$ cat config.mk
export PLATFORM = sky130hd
export DESIGN_NAME = zero_cross_timed_pattern_sequencer_top
export DESIGN_NICKNAME = d
export VERILOG_FILES = /design/src/design/zctps_pkg.sv /design/src/design/zctps_table.sv /design/src/design/zero_cross_timed_pattern_sequencer_top.sv
export SDC_FILE = /design/constraint.sdc
export NUM_CORES = 2
export LEC_CHECK = 0
export ABC_AREA = 0
export BUFFER_PORTS_ARGS = -buffer_cell sky130_fd_sc_hd__buf_2
export CAP_MARGIN = 15
export CELL_PAD_IN_SITES_DETAIL_PLACEMENT = 1
export CELL_PAD_IN_SITES_GLOBAL_PLACEMENT = 2
export CORE_UTILIZATION = 44
export CTS_BUF_LIST = sky130_fd_sc_hd__clkbuf_16
export CTS_CLUSTER_DIAMETER = 150
export CTS_CLUSTER_SIZE = 10
export DETAILED_ROUTE_END_ITERATION = 10
export PLACE_DENSITY = 0.72
export RECOVER_POWER = 25
export SYNTH_ARGS = -nofsm -noshare
export SYNTH_HDL_FRONTEND = slang
export SYNTH_SLANG_ARGS = --single-unit
$ cat constraint.sdc
create_clock -name clk -period 5.4 [get_ports clk]
set_clock_uncertainty 0.2 [all_clocks]
set_input_delay 0.54 -clock clk [delete_from_list [all_inputs] [get_ports clk]]
set_output_delay 0.54 -clock clk [all_outputs]
set_load 0.005 [all_outputs]
$ cat src/design/zctps_pkg.sv
// ----------------------------------------------------------------------------
// zctps_pkg: shared definitions for the zero-cross timed pattern sequencer
// Command codes, register map, field widths and reset values used by the
// top level and by the pattern table.
// ----------------------------------------------------------------------------
`default_nettype none

package zctps_pkg;

  // Command codes carried by the cmd field of an input word.
  localparam logic [1:0] CMD_TICK       = 2'd0;
  localparam logic [1:0] CMD_ZERO_CROSS = 2'd1;
  localparam logic [1:0] CMD_WRITE      = 2'd2;

  // Register map, as register indexes (byte address is four times the index).
  localparam logic REG_ZERO_CROSS_DELAY = 1'b0;

  // Fixed field widths.
  localparam int DELAY_W  = 16;
  localparam int PERIOD_W = 20;
  localparam int INDEX_W  = 5;

  // Register reset value and period counter ceiling.
  localparam logic [DELAY_W-1:0]  ZERO_CROSS_DELAY_RESET = 16'd70;
  localparam logic [PERIOD_W-1:0] PERIOD_MAX             = 20'hFFFFF;

  // Default parameter values.
  localparam int TABLE_DEPTH_DEFAULT = 32;
  localparam int PIN_COUNT_DEFAULT   = 10;

endpackage

`default_nettype wire

$ cat src/design/zctps_table.sv
// ----------------------------------------------------------------------------
// zctps_table: double-banked pattern table
// One write port and one read port with a registered read. Each entry keeps
// a valid bit, cleared at reset, so an entry never written reads as pins
// zero, last set, delay zero. Entry layout is {last, delay, pins}.
// ----------------------------------------------------------------------------
`default_nettype none

module zctps_table
  import zctps_pkg::*;
#(
  parameter int DEPTH = TABLE_DEPTH_DEFAULT,
  parameter int PIN_W = PIN_COUNT_DEFAULT,
  localparam int AW = $clog2(2 * DEPTH),
  localparam int EW = PIN_W + DELAY_W + 1
) (
  input  wire logic          clk,
  input  wire logic          rst,
  input  wire logic          wr_en,
  input  wire logic [AW-1:0] wr_addr,
  input  wire logic [EW-1:0] wr_data,
  input  wire logic          rd_en,
  input  wire logic [AW-1:0] rd_addr,
  output logic      [EW-1:0] rd_data
);

  localparam logic [EW-1:0] ENTRY_RESET = {1'b1, {(EW-1){1'b0}}};

  logic [EW-1:0] mem [2*DEPTH];
  logic          valid [2*DEPTH];
  logic [EW-1:0] rd_q;
  logic          rd_ok;

  // Storage array and registered read.
  always_ff @(posedge clk) begin
    if (wr_en) begin
      mem[wr_addr] <= wr_data;
    end
    if (rd_en) begin
      rd_q <= mem[rd_addr];
    end
  end

  // Valid bits, one per entry, and the valid flag of the last read.
  always_ff @(posedge clk) begin
    if (rst) begin
      for (int i = 0; i < 2 * DEPTH; i++) begin
        valid[i] <= 1'b0;
      end
      rd_ok <= 1'b0;
    end else begin
      if (wr_en) begin
        valid[wr_addr] <= 1'b1;
      end
      if (rd_en) begin
        rd_ok <= valid[rd_addr];
      end
    end
  end

  // An entry never written reads as the reset pattern.
  assign rd_data = rd_ok ? rd_q : ENTRY_RESET;

endmodule

`default_nettype wire

$ cat src/design/zero_cross_timed_pattern_sequencer_top.sv
// ----------------------------------------------------------------------------
// zero_cross_timed_pattern_sequencer_top: phase-angle trigger sequencer
// Drives trigger pins from a double-buffered pattern table, started a set
// delay after each zero-cross event and stepped by microsecond ticks.
// ----------------------------------------------------------------------------
//
//  Channel  Signals                                   Direction  Word
//  -------  ----------------------------------------  ---------  -------------------
//  input    in_valid/in_ready, cmd, entry_*           in         tick, zero-cross, write
//  output   out_valid/out_ready, pin_levels, ...      out        one word per input
//  config   psel/penable/pwrite/paddr/pwdata/prdata   in/out     zero_cross_delay
//
//  A new input word is accepted in every cycle in which the output register
//  is empty or is being emptied.
//  The next pattern entry is prefetched from the table memory when an entry
//  is applied, so it is ready in the next cycle; entry 0 of each bank is kept
//  in a register copy for the period start.
//  Reset clears all control state at once; no clearing pass is needed.
//  A stall on the output holds in_ready low and freezes all control state.
// ----------------------------------------------------------------------------
`default_nettype none

module zero_cross_timed_pattern_sequencer_top
  import zctps_pkg::*;
#(
  parameter int TABLE_DEPTH = TABLE_DEPTH_DEFAULT,
  parameter int PIN_COUNT   = PIN_COUNT_DEFAULT
) (
  input  wire logic                 clk,
  input  wire logic                 rst,
  // input words
  input  wire logic                 in_valid,
  output logic                      in_ready,
  input  wire logic [1:0]           cmd,
  input  wire logic [INDEX_W-1:0]   entry_index,
  input  wire logic [PIN_COUNT-1:0] entry_pins,
  input  wire logic                 entry_last,
  input  wire logic [DELAY_W-1:0]   entry_delay,
  // result words
  output logic                      out_valid,
  input  wire logic                 out_ready,
  output logic [PIN_COUNT-1:0]      pin_levels,
  output logic                      period_started,
  output logic [PERIOD_W-1:0]       period_length,
  // configuration port
  input  wire logic                 psel,
  input  wire logic                 penable,
  input  wire logic                 pwrite,
  input  wire logic [2:0]           paddr,
  input  wire logic [31:0]          pwdata,
  output logic [31:0]               prdata,
  output logic                      pready
);

  localparam int IW = $clog2(TABLE_DEPTH);
  localparam int AW = $clog2(2 * TABLE_DEPTH);
  localparam int EW = PIN_COUNT + DELAY_W + 1;
  localparam logic [EW-1:0] ENTRY_RESET = {1'b1, {(EW-1){1'b0}}};
  localparam logic [IW-1:0] LAST_INDEX  = IW'(TABLE_DEPTH - 1);

  // State registers.
  logic [DELAY_W-1:0]   zero_cross_delay;
  logic                 active_bank, active_bank_next;
  logic [IW-1:0]        step_index, step_index_next;
  logic [DELAY_W-1:0]   step_countdown, step_countdown_next;
  logic                 step_running, step_running_next;
  logic [DELAY_W-1:0]   delay_countdown, delay_countdown_next;
  logic                 delay_running, delay_running_next;
  logic [PERIOD_W-1:0]  tick_count, tick_count_next;
  logic [PERIOD_W-1:0]  measured_period, measured_period_next;
  logic [PIN_COUNT-1:0] pin_register, pin_register_next;
  logic                 started, started_next;
  logic [EW-1:0]        entry0 [2];

  // Table access signals.
  logic          wr_en;
  logic [AW-1:0] wr_addr;
  logic [EW-1:0] wr_data;
  logic          rd_en;
  logic [AW-1:0] rd_addr;
  logic [EW-1:0] rd_data;

  // Decode helpers.
  logic                 accept;
  logic                 is_tick, is_zc, is_write;
  logic                 write_in_range;
  logic [IW-1:0]        wr_idx;
  logic                 prep_bank;
  logic [DELAY_W-1:0]   step_dec, delay_dec;
  logic                 step_fire, zc_fire, apply_go;
  logic [EW-1:0]        app_entry;
  logic [IW-1:0]        app_idx, app_idx_inc;
  logic                 app_bank, app_last;
  logic [DELAY_W-1:0]   app_delay;

  function automatic logic [AW-1:0] table_addr(input logic bank, input logic [IW-1:0] idx);
    table_addr = bank ? AW'(TABLE_DEPTH) + AW'(idx) : AW'(idx);
  endfunction

  // Handshake: the output register parts the two sides.
  assign in_ready = !out_valid || out_ready;
  assign accept   = in_valid && in_ready;
  assign is_tick  = accept && (cmd == CMD_TICK);
  assign is_zc    = accept && (cmd == CMD_ZERO_CROSS);
  assign is_write = accept && (cmd == CMD_WRITE);

  // Writes go to the preparing bank, ignoring indexes past the table.
  assign prep_bank      = ~active_bank;
  assign write_in_range = 32'(entry_index) < 32'(TABLE_DEPTH);
  assign wr_idx         = IW'(entry_index);
  assign wr_en          = is_write && write_in_range;
  assign wr_addr        = table_addr(prep_bank, wr_idx);
  assign wr_data        = {entry_last, entry_delay, entry_pins};

  // Countdowns for this tick; a period start overrides a step.
  assign step_dec  = (step_countdown != '0) ? step_countdown - DELAY_W'(1) : '0;
  assign delay_dec = (delay_countdown != '0) ? delay_countdown - DELAY_W'(1) : '0;
  assign step_fire = step_running && (step_dec == '0);
  assign zc_fire   = delay_running && (delay_dec == '0);
  assign apply_go  = is_tick && (step_fire || zc_fire);

  // Entry to apply: entry 0 of the new bank, or the prefetched next entry.
  assign app_entry   = zc_fire ? entry0[prep_bank] : rd_data;
  assign app_idx     = zc_fire ? '0 : step_index;
  assign app_bank    = zc_fire ? prep_bank : active_bank;
  assign app_last    = app_entry[EW-1] || (app_idx == LAST_INDEX);
  assign app_delay   = app_entry[PIN_COUNT +: DELAY_W];
  assign app_idx_inc = app_idx + IW'(1);

  // Prefetch the following entry whenever stepping continues.
  assign rd_en   = apply_go && !app_last;
  assign rd_addr = table_addr(app_bank, app_idx_inc);

  // Next-state logic for one input word.
  always_comb begin
    active_bank_next     = active_bank;
    step_index_next      = step_index;
    step_countdown_next  = step_countdown;
    step_running_next    = step_running;
    delay_countdown_next = delay_countdown;
    delay_running_next   = delay_running;
    tick_count_next      = tick_count;
    measured_period_next = measured_period;
    pin_register_next    = pin_register;
    started_next         = started;

    if (accept) begin
      started_next = 1'b0;
    end

    if (is_tick) begin
      tick_count_next = (tick_count == PERIOD_MAX) ? tick_count : tick_count + PERIOD_W'(1);
      if (step_running) begin
        step_countdown_next = step_dec;
      end
      if (delay_running) begin
        delay_countdown_next = delay_dec;
      end
      if (zc_fire) begin
        delay_running_next   = 1'b0;
        measured_period_next = tick_count_next;
        tick_count_next      = '0;
        active_bank_next     = prep_bank;
        started_next         = 1'b1;
      end
      if (apply_go) begin
        pin_register_next = app_entry[PIN_COUNT-1:0];
        if (app_last) begin
          step_index_next     = '0;
          step_running_next   = 1'b0;
          step_countdown_next = '0;
        end else begin
          step_index_next     = app_idx_inc;
          step_running_next   = 1'b1;
          step_countdown_next = (app_delay != '0) ? app_delay : DELAY_W'(1);
        end
      end
    end else if (is_zc) begin
      delay_countdown_next = (zero_cross_delay != '0) ? zero_cross_delay : DELAY_W'(1);
      delay_running_next   = 1'b1;
    end
  end

  // Control registers.
  always_ff @(posedge clk) begin
    if (rst) begin
      active_bank     <= 1'b1;
      step_index      <= '0;
      step_countdown  <= '0;
      step_running    <= 1'b0;
      delay_countdown <= '0;
      delay_running   <= 1'b0;
      tick_count      <= '0;
      measured_period <= '0;
      pin_register    <= '0;
      started         <= 1'b0;
      out_valid       <= 1'b0;
    end else begin
      active_bank     <= active_bank_next;
      step_index      <= step_index_next;
      step_countdown  <= step_countdown_next;
      step_running    <= step_running_next;
      delay_countdown <= delay_countdown_next;
      delay_running   <= delay_running_next;
      tick_count      <= tick_count_next;
      measured_period <= measured_period_next;
      pin_register    <= pin_register_next;
      started         <= started_next;
      if (accept) begin
        out_valid <= 1'b1;
      end else if (out_ready) begin
        out_valid <= 1'b0;
      end
    end
  end

  // Register copy of entry 0 in each bank, kept in step with table writes.
  always_ff @(posedge clk) begin
    if (rst) begin
      entry0[0] <= ENTRY_RESET;
      entry0[1] <= ENTRY_RESET;
    end else if (wr_en && (wr_idx == '0)) begin
      entry0[prep_bank] <= wr_data;
    end
  end

  // Configuration register.
  always_ff @(posedge clk) begin
    if (rst) begin
      zero_cross_delay <= ZERO_CROSS_DELAY_RESET;
    end else if (psel && penable && pwrite && pready && (paddr[2] == REG_ZERO_CROSS_DELAY)) begin
      zero_cross_delay <= pwdata[DELAY_W-1:0];
    end
  end

  assign pready = 1'b1;
  assign prdata = (paddr[2] == REG_ZERO_CROSS_DELAY) ? 32'(zero_cross_delay) : '0;

  // Result word comes straight from the state it reports.
  assign pin_levels     = pin_register;
  assign period_started = started;
  assign period_length  = measured_period;

  // Pattern table memory.
  zctps_table #(
    .DEPTH (TABLE_DEPTH),
    .PIN_W (PIN_COUNT)
  ) u_table (
    .clk     (clk),
    .rst     (rst),
    .wr_en   (wr_en),
    .wr_addr (wr_addr),
    .wr_data (wr_data),
    .rd_en   (rd_en),
    .rd_addr (rd_addr),
    .rd_data (rd_data)
  );

endmodule

`default_nettype wire
==> impl_results.md <==
* VDD IR max at about 0.28 mV
* Cts bufs inserted at approximately 220
* Clock sinks at between 1.5k and 2k
* Kind of critical path: flip-flop to flip-flop
* Post-route setup slack at between 0.1 and 0.15 ns
* F_max at between 0.15 and 0.2 GHz
* Final hold violations at 0
* Total iterations of the first detailed-routing run at 5
* Initial Util at approximately 44%
* Mapped cell area at approximately 0.079 mm2
* Row Count at between 150 and 200
* Fin Setup TNS at 0 ns
* Post-Place Setup Slack at -0.0416 ns
* Vias in the first global route at between 40k and 50k
* Share of layout cells above drive strength 1 at 23.4%
* Clock Root Buffer: clkbuf_16
* I/O pin count at roughly 140
* Die Area at roughly 0.18 mm2
* Post-synthesis cell count at around 4.3k
* Vias at 42.7k
* Final ANT Viol Nets at 0
* Slew Limit Fails at 1,538
* Status: finished, violations left
* First-pass GRT wire length at 321 mm
* Residual DRC count at 0
* Top cell type's share of synthesized area at 68.9%
* Clock Tree Buf Depth at 3
* Port buffer count at ~110
* Hpwl dp at about 130 mm
* Number of flops mapped to enable cells by yosys at ~1.8k
* CTS tree: yes
* Vias per cell at between 5 and 6
* CP required at roughly 5.9 ns
* Period utilization at approximately 98%
* Synth area leader: edfxtp_1
* Slew @ Worst Pin at approximately 4.1 ns
* Final Setup Violations at 0
* Final wirelength at 227 mm
* Share of the yosys chip area belonging to registers at about 73%
* Clk_lat worst skew at approximately 0.9 ns
* Final Net Count at 4,719
* Pin count of the biggest net entering global routing at 67
* Seq cells post-synth at 1,982
* Critical Path AT at ~5.8 ns
* Power per cell area at ~340 mW/mm2
* Synth warnings at 0
* Leak at between 20 and 30 nW
* Period minus WS final at between 5 and 6 ns
* Min-Delay Path Class: input port to flip-flop
* Die Y at between 400 and 500 um
* Avg Inst Size Synth at roughly 19 um2
* Max-cap violations at 24
* Distinct cells, synth at 87
* Iteration-0 DRC count of the detailed router at between 4k and 5k
* Fill cells at 16.2k
* Clk slew on worst S/H paths at around 0.06 ns
* Final Power at slightly above 30 mW
* Hold Worst Slack at between 0.09 and 0.1 ns
* Final core occ at 50.7%
* Layout area overhead at 14.6%
* Ys async rst share at 0%
* Total GRT Usage at between 20% and 30%
* Rel. slew slack at -172%
* Routed len/inst at 31.9 um
* CP max FO at 24
* Core area at 0.178 mm2
* Die Wd at 425 um
* Crit start category: flip-flop
* Gp weighted congestion at around 0.86
* Setup crit end kind: flip-flop
* Failing checks: max-capacitance violations, max-slew violations
* GRT Residual Overflow at 0
* Top_reg_cell synth: edfxtp_1
* Depth of the CTS H-tree at 4
* Largest cells by area after synthesis: edfxtp_1 69%, mux4_2 10%, dfxtp_1 4.4%
* Initial antenna violation count at 8
[cell usage after synthesis, types with 24 or more instances]
cell type  number
nor2_1        292
o21ai_0        61
inv_1          54
edfxtp_1     1809
nor3_1         64
buf_4          32
a22oi_1        24
mux4_2        355
dfxtp_1       173
clkbuf_1      162
and2_1         62
nor4_1         24
nand2_1       157
mux4_1         46
a211oi_1       45
mux2i_1       214
a22o_1         45
nand3_1        74
a21oi_1        90
a221oi_1       48
o22ai_1        48
[flip-flops by register name, summed over array words and instances, names as in the netlist, 5 cells and up]
name,cells
tick_count,20
step_countdown,16
entry0,54
zero_cross_delay,16
pin_levels,10
delay_countdown,16
step_index,5
u_table.valid,64
period_length,20
u_table.mem,1728
u_table.rd_q,27
[where the power goes]
group / leakage [nW] / internal (mW) / switching (mW)
clock network: 3.38 / 7.16 / 5.93
logic: 8.45 / 0.128 / 0.499
registers: 17.7 / 16.8 / 0.0211
[per-layer routing]
layer / track usage (%) / wire [um] / up-vias
met4: 6.71 / 5870 / 0
met3: 3.79 / 14700 / 295
li1: - / - / 18000
met5: 0 / 0 / -
met1: 35.0 / 97000 / 22800
met2: 40.6 / 109000 / 1573
[worst paths after layout]
path | start | to | slack (ns) | cells after the start
min | entry_index[4] | entry0[1][26] | 0.1 | 4
max | delay_countdown[1] | u_table.rd_q[17] | 0.13 | 18
min reg2reg | period_length[13] | period_length[13] | 0.25 | 2
max reg2reg | delay_countdown[1] | u_table.rd_q[17] | 0.13 | 18
[area by class of cell]
type,count,area [um2],area share [%]
clock buffers,216,5410,5.98
well taps,2355,2950,3.26
multi-input cells,1965,19900,22.0
repair buffers,417,3360,3.72
clock inverters,123,761,0.842
inverters,56,213,0.235
diodes,2,5.00,0.00554
flip-flops and latches,1982,57800,64.0
[per-stage QoR]
stage | cell area (um2) | cells
after detailed placement | 83700 | 6740
after global routing | 90300 | 7115
final | 90300 | 7116
after floorplan | 78900 | 4272
after global placement | 83700 | 6739
after CTS | 90100 | 7101
[cell families after synthesis]
kind of cell             share of synthesized area [%]
buffers and inverters                             2.43
AO/OA/AOI/OAI                                     4.85
adder cells (fa/ha/maj)                         0.0793
XOR/XNOR                                         0.333
flip-flops                                        73.3
multiplexers                                      14.4
other                                          0.00952
AND/OR/NAND/NOR                                   4.62
[layout by cell type, fill, tap and decap left out, types with 19 or more instances in the layout]
cell              n
buf_12           26
mux4_2          355
dfxtp_1         172
edfxtp_1       1809
a21oi_1          90
nand2_1         156
a22oi_1          24
inv_1           161
mux4_1           46
nor2_1          224
mux2i_1         213
buf_2           102
dlygate4sd3_1    24
a211oi_2         30
clkbuf_16       220
o211ai_1         19
o21ai_1          23
a221oi_1         48
a22o_1           45
nor2_4           66
buf_4           225
nor3_1           63
clkbuf_1         25
and2_1           61
nor2b_1          22
o22ai_1          48
nand3_1          73
nor4_1           24
o21ai_0          59
a211oi_1         37
[worst max-delay path, cell delays in order, from the launching register on]
cell and delay (ns):
dfxtp_1 0.36, inv_1 0.09, ha_1 0.16, or4b_1 0.49, nor3_1 0.31, mux2i_2 0.41
and3_1 0.31, o21ai_4 0.08, and2_1 0.19, ha_4 0.17, nor2_1 0.17, o31ai_2 0.18
nand2_4 0.32, buf_12 0.26, mux2i_1 0.10, buf_4 0.16, a211oi_1 0.83, inv_1 0.14
o221ai_2 0.18
[repair_timing]
item,CTS,global route
endpoints found under the setup margin,15,28
hold buffers,22,2
pin swaps,0,2
cloned,0,5
resized for setup,5,16
buffers inserted,0,2
hold endpoints to repair,65,30
No activity file was read; power rests on OpenSTA's default activity.
